<file path="config.mk">
export PLATFORM = sky130hd
export DESIGN_NAME = square_matrix_multiply
export DESIGN_NICKNAME = d
export VERILOG_FILES = /design/src/rtl/core/sqmm_pkg.sv /design/src/rtl/core/square_matrix_multiply.sv /design/src/rtl/core/sqmm_front.sv /design/src/rtl/core/sqmm_queue.sv /design/src/rtl/core/sqmm_back.sv
export SDC_FILE = /design/constraint.sdc
export NUM_CORES = 2
export LEC_CHECK = 0
export ABC_AREA = 1
export BUFFER_PORTS_ARGS = -buffer_cell sky130_fd_sc_hd__buf_2
export CAP_MARGIN = 20
export CORE_MARGIN = 5
export CORE_UTILIZATION = 60
export DETAILED_ROUTE_END_ITERATION = 10
export GPL_ROUTABILITY_DRIVEN = 0
export PLACE_DENSITY = 0.82
export SETUP_SLACK_MARGIN = 0.05
export SYNTH_ARGS = -nofsm -noshare
export SYNTH_HDL_FRONTEND = slang
export SYNTH_SLANG_ARGS = --single-unit
export TNS_END_PERCENT = 10
</file>
<file path="constraint.sdc">
create_clock -name clk -period 8.2 [get_ports clk]
set_input_delay 0 -clock clk [delete_from_list [all_inputs] [get_ports clk]]
set_output_delay 0 -clock clk [all_outputs]
set_load 0.02 [all_outputs]
</file>
<file path="src/rtl/core/sqmm_pkg.sv">
// Shared types, constants and helpers of the square matrix multiplier.
package sqmm_pkg;

	localparam int MAX_SIZE_DEF   = 8;   // largest matrix edge supported
	localparam int QUEUE_DEPTH_DEF = 4;  // words buffered between front and back
	localparam int VAL_W  = 16;          // Q8.8 element
	localparam int PROD_W = 32;          // Q16.16 product
	localparam int ACC_W  = 40;          // Q24.16 sum
	localparam int IDX_W  = 3;           // row / column index
	localparam int ADDR_W = 6;           // element position within a matrix
	localparam int SIZE_W = 4;           // size register
	localparam logic [SIZE_W-1:0] SIZE_RESET = 4'd8;

	// One loaded word, classified by the front end.
	typedef struct packed {
		logic signed [VAL_W-1:0]  a_value;
		logic signed [VAL_W-1:0]  b_value;
		logic [ADDR_W-1:0]        addr;   // row-major position
		logic                     done;   // final element of the matrix pair
		logic [SIZE_W-1:0]        size;   // effective edge length
	} front_word_t;

	// Control travelling alongside the multiply-accumulate pipeline.
	typedef struct packed {
		logic              valid;
		logic              first;  // first term of a dot product
		logic              lastk;  // final term of a dot product
		logic [IDX_W-1:0]  row;
		logic [IDX_W-1:0]  col;
		logic              last;   // final element of the result matrix
	} mac_ctl_t;

	typedef enum logic {
		BK_LOAD,
		BK_RUN
	} back_state_t;

	// Clamp the raw size register into 1..lim.
	function automatic logic [SIZE_W-1:0] effective_size(input logic [SIZE_W-1:0] raw,
		input logic [SIZE_W-1:0] lim);
		logic [SIZE_W-1:0] n;
		n = raw;
		if (raw == '0) begin
			n = 4'd1;
		end else if (raw > lim) begin
			n = lim;
		end
		return n;
	endfunction

endpackage

</file>
<file path="src/rtl/core/square_matrix_multiply.sv">
// Top level of the square matrix multiplier.
//
//   channel  dir  handshake          payload
//   s_*      in   s_tvalid/s_tready  s_tdata: a_value[15:0], b_value[31:16]
//   m_*      out  m_tvalid/m_tready  m_tdata: c_value[39:0]; m_tuser: row, col; m_tlast
//   cfg_*    in   cfg_we             cfg_wdata: matrix_size[3:0]
//
// Loading takes one word a cycle while the queue is not full; it lets the source
// run up to four words ahead while the back end is busy with the previous matrix.
// Each result is a dot product of n terms through the single multiply-accumulate
// unit (one store read pair per cycle unless the output stalls), which registers
// the store reads, the product and the sum in turn. Loading and computing
// alternate in the back end: no word is popped while a matrix is computing.
// Reset clears control only; the element stores need no clearing pass.
// A stalled output freezes the whole multiply-accumulate pipeline.
module square_matrix_multiply #(
	parameter int MAX_SIZE    = sqmm_pkg::MAX_SIZE_DEF,
	parameter int QUEUE_DEPTH = sqmm_pkg::QUEUE_DEPTH_DEF
) (
	input  logic        clk,
	input  logic        arst_n,
	input  logic        cfg_we,
	input  logic [3:0]  cfg_wdata,  // matrix_size
	input  logic        s_tvalid,
	output logic        s_tready,
	input  logic [31:0] s_tdata,    // a_value[15:0], b_value[31:16]
	output logic        m_tvalid,
	input  logic        m_tready,
	output logic [39:0] m_tdata,    // c_value[39:0]
	output logic [5:0]  m_tuser,    // row[2:0], col[5:3]
	output logic        m_tlast
);
	import sqmm_pkg::*;

	logic        push_valid, push_ready;
	front_word_t push_word;
	logic        q_valid, q_pop;
	front_word_t q_word;

	// Front: hold the size, tag each word with its position and matrix end.
	sqmm_front #(
		.MAX_SIZE (MAX_SIZE)
	) u_front (
		.clk        (clk),
		.arst_n     (arst_n),
		.cfg_we     (cfg_we),
		.cfg_wdata  (cfg_wdata),
		.s_tvalid   (s_tvalid),
		.s_tready   (s_tready),
		.s_tdata    (s_tdata),
		.push_valid (push_valid),
		.push_ready (push_ready),
		.push_word  (push_word)
	);

	// Decouple: let the source run ahead while the back end computes.
	sqmm_queue #(
		.DEPTH (QUEUE_DEPTH)
	) u_queue (
		.clk        (clk),
		.arst_n     (arst_n),
		.push_valid (push_valid),
		.push_ready (push_ready),
		.push_word  (push_word),
		.pop_valid  (q_valid),
		.pop        (q_pop),
		.pop_word   (q_word)
	);

	// Back: fill the stores, then sweep every dot product through one MAC.
	sqmm_back #(
		.MAX_SIZE (MAX_SIZE)
	) u_back (
		.clk      (clk),
		.arst_n   (arst_n),
		.q_valid  (q_valid),
		.q_pop    (q_pop),
		.q_word   (q_word),
		.m_tvalid (m_tvalid),
		.m_tready (m_tready),
		.m_tdata  (m_tdata),
		.m_tuser  (m_tuser),
		.m_tlast  (m_tlast)
	);

endmodule

</file>
<file path="src/rtl/core/sqmm_front.sv">
// Front end: accepts input words, holds the size register and tags each word.
module sqmm_front #(
	parameter int MAX_SIZE = sqmm_pkg::MAX_SIZE_DEF
) (
	input  logic                        clk,
	input  logic                        arst_n,
	input  logic                        cfg_we,
	input  logic [sqmm_pkg::SIZE_W-1:0] cfg_wdata,
	input  logic                        s_tvalid,
	output logic                        s_tready,
	input  logic [31:0]                 s_tdata,
	output logic                        push_valid,
	input  logic                        push_ready,
	output sqmm_pkg::front_word_t       push_word
);
	import sqmm_pkg::*;

	logic [SIZE_W-1:0] size_q;
	logic [ADDR_W-1:0] pos_q;
	logic [SIZE_W-1:0] n_eff;
	logic [7:0]        n_sq;
	logic [ADDR_W-1:0] total_m1;
	logic              at_end;
	logic              accept;

	assign n_eff    = effective_size(size_q, SIZE_W'(MAX_SIZE));
	assign n_sq     = {4'b0, n_eff} * {4'b0, n_eff};
	assign total_m1 = ADDR_W'(n_sq - 8'd1);
	assign at_end   = (pos_q == total_m1);

	assign s_tready   = push_ready;
	assign push_valid = s_tvalid;
	assign accept     = s_tvalid && push_ready;

	always_comb begin
		push_word.a_value = s_tdata[15:0];
		push_word.b_value = s_tdata[31:16];
		push_word.addr    = pos_q;
		push_word.done    = at_end;
		push_word.size    = n_eff;
	end

	// A size write drops any partly loaded matrix.
	always_ff @(posedge clk or negedge arst_n) begin
		if (!arst_n) begin
			size_q <= SIZE_RESET;
			pos_q  <= '0;
		end else if (cfg_we) begin
			size_q <= cfg_wdata;
			pos_q  <= '0;
		end else if (accept) begin
			pos_q <= at_end ? '0 : pos_q + 1'b1;
		end
	end

endmodule

</file>
<file path="src/rtl/core/sqmm_queue.sv">
// Short queue of classified words between front and back.
module sqmm_queue #(
	parameter int DEPTH = sqmm_pkg::QUEUE_DEPTH_DEF
) (
	input  logic                  clk,
	input  logic                  arst_n,
	input  logic                  push_valid,
	output logic                  push_ready,
	input  sqmm_pkg::front_word_t push_word,
	output logic                  pop_valid,
	input  logic                  pop,
	output sqmm_pkg::front_word_t pop_word
);
	import sqmm_pkg::*;

	localparam int PW = (DEPTH > 1) ? $clog2(DEPTH) : 1;

	front_word_t      slot_q [DEPTH];
	logic [PW-1:0]    wr_q;
	logic [PW-1:0]    rd_q;
	logic [PW:0]      cnt_q;
	logic             do_push;
	logic             do_pop;

	assign push_ready = (cnt_q != (PW+1)'(DEPTH));
	assign pop_valid  = (cnt_q != '0);
	assign pop_word   = slot_q[rd_q];
	assign do_push    = push_valid && push_ready;
	assign do_pop     = pop && pop_valid;

	always_ff @(posedge clk) begin
		if (do_push) begin
			slot_q[wr_q] <= push_word;
		end
	end

	always_ff @(posedge clk or negedge arst_n) begin
		if (!arst_n) begin
			wr_q  <= '0;
			rd_q  <= '0;
			cnt_q <= '0;
		end else begin
			if (do_push) begin
				wr_q <= (wr_q == PW'(DEPTH - 1)) ? '0 : wr_q + 1'b1;
			end
			if (do_pop) begin
				rd_q <= (rd_q == PW'(DEPTH - 1)) ? '0 : rd_q + 1'b1;
			end
			case ({do_push, do_pop})
				2'b10:   cnt_q <= cnt_q + 1'b1;
				2'b01:   cnt_q <= cnt_q - 1'b1;
				default: cnt_q <= cnt_q;
			endcase
		end
	end

endmodule

</file>
<file path="src/rtl/core/sqmm_back.sv">
// Back end: element stores, multiply-accumulate sequencer and output register.
module sqmm_back #(
	parameter int MAX_SIZE = sqmm_pkg::MAX_SIZE_DEF
) (
	input  logic                  clk,
	input  logic                  arst_n,
	input  logic                  q_valid,
	output logic                  q_pop,
	input  sqmm_pkg::front_word_t q_word,
	output logic                  m_tvalid,
	input  logic                  m_tready,
	output logic [39:0]           m_tdata,
	output logic [5:0]            m_tuser,
	output logic                  m_tlast
);
	import sqmm_pkg::*;

	localparam int DEPTH = MAX_SIZE * MAX_SIZE;
	localparam int AW    = (DEPTH > 1) ? $clog2(DEPTH) : 1;

	logic signed [VAL_W-1:0] mem_a [0:DEPTH-1];
	logic signed [VAL_W-1:0] mem_b [0:DEPTH-1];

	back_state_t state_q, state_d;

	logic [SIZE_W-1:0] n_q;
	logic [SIZE_W-1:0] n_m1;
	logic [IDX_W-1:0]  i_q, j_q, k_q;
	logic [ADDR_W-1:0] abase_q, bptr_q, a_addr;
	logic              lastk, lastj, lasti, issue, adv, load_done;

	logic signed [VAL_W-1:0]  a_s1, b_s1;
	logic signed [PROD_W-1:0] prod_s2;
	mac_ctl_t                 ctl_s1, ctl_s2;
	logic signed [ACC_W-1:0]  acc_q, sum;

	logic                     out_valid_q;
	logic signed [ACC_W-1:0]  c_q;
	logic [IDX_W-1:0]         row_q, col_q;
	logic                     last_q;

	assign n_m1      = n_q - 4'd1;
	assign lastk     = ({1'b0, k_q} == n_m1);
	assign lastj     = ({1'b0, j_q} == n_m1);
	assign lasti     = ({1'b0, i_q} == n_m1);
	assign a_addr    = abase_q + {3'b0, k_q};
	assign adv       = !out_valid_q || m_tready;
	assign issue     = (state_q == BK_RUN) && adv;
	assign q_pop     = (state_q == BK_LOAD) && q_valid;
	assign load_done = q_pop && q_word.done;

	always_ff @(posedge clk or negedge arst_n) begin
		if (!arst_n) begin
			state_q <= BK_LOAD;
		end else begin
			state_q <= state_d;
		end
	end

	always_comb begin
		state_d = state_q;
		case (state_q)
			BK_LOAD: begin
				if (load_done) state_d = BK_RUN;
			end
			BK_RUN: begin
				if (issue && lastk && lastj && lasti) state_d = BK_LOAD;
			end
			default: state_d = BK_LOAD;
		endcase
	end

	// Store writes while loading, registered reads while running.
	always_ff @(posedge clk) begin
		if (q_pop) begin
			mem_a[q_word.addr[AW-1:0]] <= q_word.a_value;
			mem_b[q_word.addr[AW-1:0]] <= q_word.b_value;
		end
		if (issue) begin
			a_s1 <= mem_a[a_addr[AW-1:0]];
			b_s1 <= mem_b[bptr_q[AW-1:0]];
		end
	end

	// Walk i, j, k; keep i*n and k*n+j as running addresses.
	always_ff @(posedge clk or negedge arst_n) begin
		if (!arst_n) begin
			n_q     <= SIZE_RESET;
			i_q     <= '0;
			j_q     <= '0;
			k_q     <= '0;
			abase_q <= '0;
			bptr_q  <= '0;
		end else if (load_done) begin
			n_q     <= q_word.size;
			i_q     <= '0;
			j_q     <= '0;
			k_q     <= '0;
			abase_q <= '0;
			bptr_q  <= '0;
		end else if (issue) begin
			if (lastk) begin
				k_q <= '0;
				if (lastj) begin
					j_q     <= '0;
					i_q     <= i_q + 1'b1;
					abase_q <= abase_q + {2'b0, n_q};
					bptr_q  <= '0;
				end else begin
					j_q    <= j_q + 1'b1;
					bptr_q <= {3'b0, j_q + 3'd1};
				end
			end else begin
				k_q    <= k_q + 1'b1;
				bptr_q <= bptr_q + {2'b0, n_q};
			end
		end
	end

	assign sum = (ctl_s2.first ? '0 : acc_q) + ACC_W'(prod_s2);

	always_ff @(posedge clk or negedge arst_n) begin
		if (!arst_n) begin
			ctl_s1      <= '0;
			ctl_s2      <= '0;
			out_valid_q <= 1'b0;
		end else if (adv) begin
			ctl_s1.valid <= issue;
			ctl_s1.first <= (k_q == '0);
			ctl_s1.lastk <= lastk;
			ctl_s1.row   <= i_q;
			ctl_s1.col   <= j_q;
			ctl_s1.last  <= lasti && lastj;
			ctl_s2       <= ctl_s1;
			out_valid_q  <= ctl_s2.valid && ctl_s2.lastk;
		end
	end

	always_ff @(posedge clk) begin
		if (adv) begin
			prod_s2 <= a_s1 * b_s1;
			if (ctl_s2.valid) begin
				acc_q <= sum;
			end
			if (ctl_s2.valid && ctl_s2.lastk) begin
				c_q    <= sum;
				row_q  <= ctl_s2.row;
				col_q  <= ctl_s2.col;
				last_q <= ctl_s2.last;
			end
		end
	end

	assign m_tvalid = out_valid_q;
	assign m_tdata  = c_q;
	assign m_tuser  = {col_q, row_q};
	assign m_tlast  = last_q;

	a_pop_only_loading: assert property (@(posedge clk) disable iff (!arst_n)
		q_pop |-> (state_q == BK_LOAD))
		else $error("queue popped while running");

	a_index_range: assert property (@(posedge clk) disable iff (!arst_n)
		(state_q == BK_RUN) |-> (({1'b0, k_q} < n_q) && ({1'b0, i_q} < n_q)
			&& ({1'b0, j_q} < n_q)))
		else $error("index beyond matrix size");

	a_addr_range: assert property (@(posedge clk) disable iff (!arst_n)
		(state_q == BK_RUN) |-> (({2'b0, a_addr} < ({4'b0, n_q} * {4'b0, n_q}))
			&& ({2'b0, bptr_q} < ({4'b0, n_q} * {4'b0, n_q}))))
		else $error("store address beyond loaded matrix");

endmodule

</file>
# Yosys cells after proc, flatten, opt, wreduce, memory -nomap -nowiden
# Memory sizes are Yosys's and may differ from the RTL's. A register that Yosys moved wholly into a read port is not among the register bits.
# Cells that the tools add are included.
# word_totals
reg_bits	183
mem_bits_rw	2220
in_bits	41
elab_cells	120
mem_count	3
# classes
n_addsub	14
multipliers	2
magnitude_cmp	1
n_eq_ne	9
muxes	35
bitwise_logic	1
n_reduce_logical	24
# memory_table
name	depth	width	read_ports	rd_clocked_by_memory_dff	write_ports	line_no	rtl
u_back.mem_a	64	16	1	1	1	sqmm_back.sv:21	logic signed [VAL_W-1:0] mem_a [0:DEPTH-1];
u_back.mem_b	64	16	1	1	1	sqmm_back.sv:22	logic signed [VAL_W-1:0] mem_b [0:DEPTH-1];
u_queue.slot_q	4	43	1	0	1	sqmm_queue.sv:18	front_word_t slot_q [DEPTH];
# op_table
op	count
$mux W6	10
$add A40 B40 Y40	1
$mux W40	1
$mux W3	12
$mul A16 B16 Y32	1
$add A3 B1 Y3 const B	4
$add A6 B4 Y6	2
$eq A3 B4 Y1	3
$logic_and A1 B1 Y1	10
$reduce_bool A2 Y1	5
$mux W4	2
$add A6 B1 Y6 const B	1
$add A6 B3 Y6	1
$eq A2 B2 Y1 const B	3
$eq A6 B6 Y1	1
$mul A4 B4 Y6	1
$mux W1	6
$pmux W3 S2	1
$reduce_and A2 Y1	3
$sub A6 B1 Y6 const B	1
$add A2 B1 Y2 const B	2
$gt A4 B4 Y1 const B	1
$logic_not A4 Y1	1
$mux W2	2
other kinds (11)	11

# Longest topological paths before layout
# logic_depth
depth_word	9
mapped_depth	26

# By module
# Synthesis repeated with hierarchy kept, for this count alone.
# hier_totals
cells_unflattened	11227
area_unflattened_um2	115089.1
# by_module_without_submodules
module	instances	cells_each	area_per_inst_um2
sqmm_back	1	10514	106804.9
sqmm_queue	1	560	7218.2
sqmm_front	1	153	1066.0

# Least setup slack after synthesis
# Ideal clock, no wire load.
# synth_path
kind	register -> register
start	register u_back.a_s1[15], read port of u_back.mem_a
end	register u_back.prod_s2[31] (data pin)
setup_time_ns	0.253
arrival_ns	5.519
required_ns	7.947
slack_ns	2.428
stages_incl_launch_ff	21
path_buffers	1
period_less_slack_ns	5.772
cell_sequence	edfxtp_1 -> clkbuf_1 -> nand2_1 -> inv_1 -> fa_1 -> fa_1 -> inv_1 -> fa_1 -> fa_1 -> fa_1 -> fa_1 -> inv_1 -> ha_1 -> nand2_1 -> nor3_1 -> nand2_1 -> or2_2 -> nand3_1 -> inv_1 -> nand3_1 -> nand2_1
# synth_between
elab_chain_cells	1
# synth_rtl
item	line_no	rtl
from (decl)	sqmm_back.sv:32	logic signed [VAL_W-1:0] a_s1, b_s1;
$mul A16 B16 Y32	sqmm_back.sv:141	prod_s2 <= a_s1 * b_s1;
to (signal assigned)	sqmm_back.sv:141	
to (decl)	sqmm_back.sv:33	logic signed [PROD_W-1:0] prod_s2;
# Every way passes these cells.
# A chain may end at the register's enable or synchronous reset.

# Worst setup path in the final report
# layout_path
start	register u_back.b_s1[2], read port of u_back.mem_b
end	register u_back.prod_s2[31] (data pin)
# layout_between
elab_chain_cells	1
# layout_rtl
item	line_no
from (decl)	sqmm_back.sv:32
$mul A16 B16 Y32	sqmm_back.sv:141
# Every way passes these cells.

==> impl_results.md <==
- Outcome: completed
- Initial antenna violation count: 10
- Crit. Startpoint: u_back.b_s1[2]$_DFFE_PP_
- Largest family of logic cells by synthesized area: simple AND/OR/NAND/NOR gates
- Final-report max-slew violation count: 0
- DR vias: 76685
- Root Driver: clkbuf_16
- Main flop type after synthesis: edfxtp_1
- Hold Vio Cnt, Final: 0
- Clock sink count: 2435
- Post-Place Cells: 11365
- Grt ovf: 0
- Crit Reg-Reg Startpoint: u_back.b_s1[2]$_DFFE_PP_
- Simple-gate share of the synthesized area: 11.8%
- Starting Density: 60.3%
- Clock buffer depth: 3
- Global-route wire length before repair: 448000 um
- Post-route DRC: 0
- Final setup fails: 0
- Ys Warns: 0
- Adder-cell area share of the yosys netlist: 6.60%
- Cts hold-fix bufs: 88
- Worst-Margin Slew: 1.29 ns
- Overall routing resource usage: 30.8%
- Setup TNS: 0 ns
- Post-CTS sizing: 0
- WL final: 300000 um
- DR WL/cell: 25.3 um
- Fin worst setup slack: 1.79 ns
- Final min period: 6.41 ns
- Mapped Nets: 9754
- Clock Skews: 0.0816 ns
- Pin count of the biggest net entering global routing: 249
- Layout Cells excl Fill: 11882
- Cts bufs inserted: 226
- WS Path Type: flop to flop
- Synthesized area: 109000 um^2
- Post-synthesis register bit count: 2435
- Core area: 181000 um^2
- Postcts setup bufs: 0
- Synth area leader: edfxtp_1
- Starting DRT DRC Count: 12851
- Async SR Flop Fraction: 2.63%
- Crit. End Element: flop
- TritonCTS clock tree: built
- # fillers: 11823
- Post-synth top area share: 65.4%
- Post-synthesis mux area share: 0%
- Mean area per synthesized cell: 11.7 um^2
- I/O pin count: 90
- Register-to-register setup slack: 1.79 ns
- Antenna Violating Nets Remaining: 0
- Die span in x: 436 um
- Clock Latency Late Sink: 0.91 ns
- Critical-path maximum fanout: 16
- Drt pass-1 iters: 7
- Final net count: 9767
- CP Launch Type: flop
- H-tree depth: 4
- Compound-gate portion of the synthesized area: 9.48%
- XOR/XNOR Fraction of Synth Area: 0.698%
- Clk slew on worst S/H paths: 0.08 ns
- RSZ-0062 raised after global routing: false
- Input/output buffers: 89
- # Max-Cap Violations: 0
- Arrival @ worst endpoint: 7.00 ns
- Worst Path Required: 8.79 ns
- Layout area overhead: 10.7%
- Die height: 436 um
- Post-Place Worst Slack: 1.95 ns
- Vias in the first global route: 76018
- Post-synthesis sequential area ratio: 66.8%
- Post-layout util: 66.7%
- Final HPWL DP: 168000 um
- Worst relative slew slack: 13.9%
- Layout cells sized above 1: 7.38%
- Top post-synthesis cells by area: edfxtp_1 (65%), o21ai_0 (5.5%), nand2_1 (5.0%), fa_1 (4.9%), nor2_1 (4.7%)
- Max Fclk: 0.156 GHz
- Post-Syn Instances: 9299
- DIE AREA: 190000 um^2
- Post-DR vias/cell: 6.45
- Row Count: 156
- Yosys cell types: 47
- Number of synthesized flops with an enable pin: 2371
- HP Class: input pin to asynchronous set/reset pin
- Period utilization: 78.2%
sequential cells by signal (all words and copies together) (netlist names), 4 cells and up:
register	count
u_back.ctl_s1	10
u_back.mem_a	1024
u_front.pos_q	6
u_back.m_tdata	40
u_back.abase_q	6
u_back.mem_b	1024
u_back.prod_s2	32
u_front.size_q	4
u_queue.slot_q	172
u_back.acc_q	40
u_back.b_s1	16
u_back.bptr_q	6
u_back.a_s1	16
u_back.ctl_s2	10
u_back.n_q	4
critical path, cell delays in order (launching register included):
cell and delay (ns):
edfxtp_1 0.79, nand2_1 0.20, inv_1 0.12, fa_1 0.56
fa_1 0.84, inv_1 0.16, fa_1 0.53, fa_1 0.48
fa_1 0.52, inv_1 0.05, fa_1 0.46, ha_1 0.41
inv_1 0.08, nor3_1 0.27, nand2_1 0.11, or2_2 0.30
nand3_1 0.10, inv_1 0.05, nand3_1 0.06, nand2_1 0.05
metal layers:
layer | GRT usage, % | wire length, um
met3 | 7.54 | 41700
met2 | 48.5 | 139000
met1 | 39.8 | 101000
met5 | 0.428 | 150
met4 | 17.0 | 18600
layout by cell type, fill, tap and decap left out, types with 6 or more instances in the layout:
| cell type | synthesis | final |
|---|---|---|
| clkinv_16 | 0 | 9 |
| xor2_1 | 59 | 56 |
| or2_2 | 6 | 6 |
| xnor2_1 | 26 | 26 |
| bufinv_16 | 0 | 24 |
| clkbuf_16 | 0 | 227 |
| o21ai_1 | 29 | 29 |
| nand4_1 | 21 | 21 |
| nor2_1 | 1376 | 1307 |
| o21bai_1 | 8 | 8 |
| inv_1 | 643 | 639 |
| clkinvlp_4 | 0 | 9 |
| fa_1 | 267 | 266 |
| dfrtp_1 | 62 | 57 |
| nor3_1 | 25 | 24 |
| inv_2 | 6 | 6 |
| o22ai_1 | 536 | 504 |
| o22ai_4 | 0 | 32 |
| buf_4 | 45 | 141 |
| buf_12 | 0 | 7 |
| buf_2 | 160 | 88 |
| clkbuf_1 | 295 | 45 |
| edfxtp_1 | 2371 | 2371 |
| clkinv_2 | 1 | 38 |
| a21oi_1 | 108 | 108 |
| a31oi_1 | 6 | 6 |
| nor2_4 | 1 | 70 |
| clkinv_1 | 2 | 58 |
| a21o_1 | 11 | 11 |
| o21ai_0 | 1194 | 1194 |
| dlygate4sd3_1 | 0 | 87 |
| nand2_1 | 1452 | 1452 |
| ha_1 | 147 | 146 |
| nand3_1 | 376 | 376 |
per-stage QoR:
| step | area, um^2 | hold WS (ns) |
|---|---|---|
| 3_3_place_gp | 112000 | 0.190 |
| 6_report | 121000 | 0.141 |
| 3_5_place_dp | 112000 | 0.199 |
| 2_1_floorplan | 109000 | -0.296 |
| 5_1_grt | 121000 | 0.178 |
| 4_1_cts | 121000 | 0.0516 |
Yosys cell counts (11+ instances only):
cell,n
a21o_1,11
a21oi_1,108
buf_1,22
buf_2,160
buf_4,45
buf_6,13
clkbuf_1,295
dfrtp_1,62
edfxtp_1,2371
fa_1,267
ha_1,147
inv_1,643
nand2_1,1452
nand3_1,376
nand4_1,21
nor2_1,1376
nor3_1,25
o21ai_0,1194
o21ai_1,29
o22ai_1,536
xnor2_1,26
xor2_1,59
final timing paths:
kind                                            endpoint  cells after the start
max reg2reg                 u_back.prod_s2[31]$_DFFE_PN_                     19
max                         u_back.prod_s2[31]$_DFFE_PN_                     19
min                        u_front.size_q[3]$_DFFE_PN1P_                      3
min in group clk            u_front.pos_q[5]$_DFFE_PN0P_                      5
max in group asynchronous   u_back.ctl_s1[8]$_DFFE_PN0N_                      4
min reg2reg                    u_back.col_q[2]$_DFFE_PP_                      0
kinds of logic (layout without fill, tap and decap cells):
logic type | count (synthesis) | count (layout)
DFF | 2435 | 2435
AOI/OAI and AO/OA | 1905 | 1905
and+or+nand+nor | 3265 | 3265
xor gates and xnor gates | 86 | 86
adders and majority gates | 414 | 414
other | 0 | 3
buffers and inverters | 1194 | 1404
final cells by class:
class / instances / area [um^2] / area share, %
Antenna cell: 3 / 7.51 / 0.00623
Multi-Input combinational cell: 5670 / 32200 / 26.7
Clock buffer: 277 / 5920 / 4.91
Sequential cell: 2435 / 72800 / 60.4
Inverter: 654 / 2500 / 2.07
Tap cell: 2370 / 2970 / 2.46
Timing Repair Buffer: 325 / 2560 / 2.13
Clock inverter: 148 / 1600 / 1.33
Power is left out: the tool's default activity adds up to more than one toggle a clock period on the data nets, which glitch-free logic cannot reach.
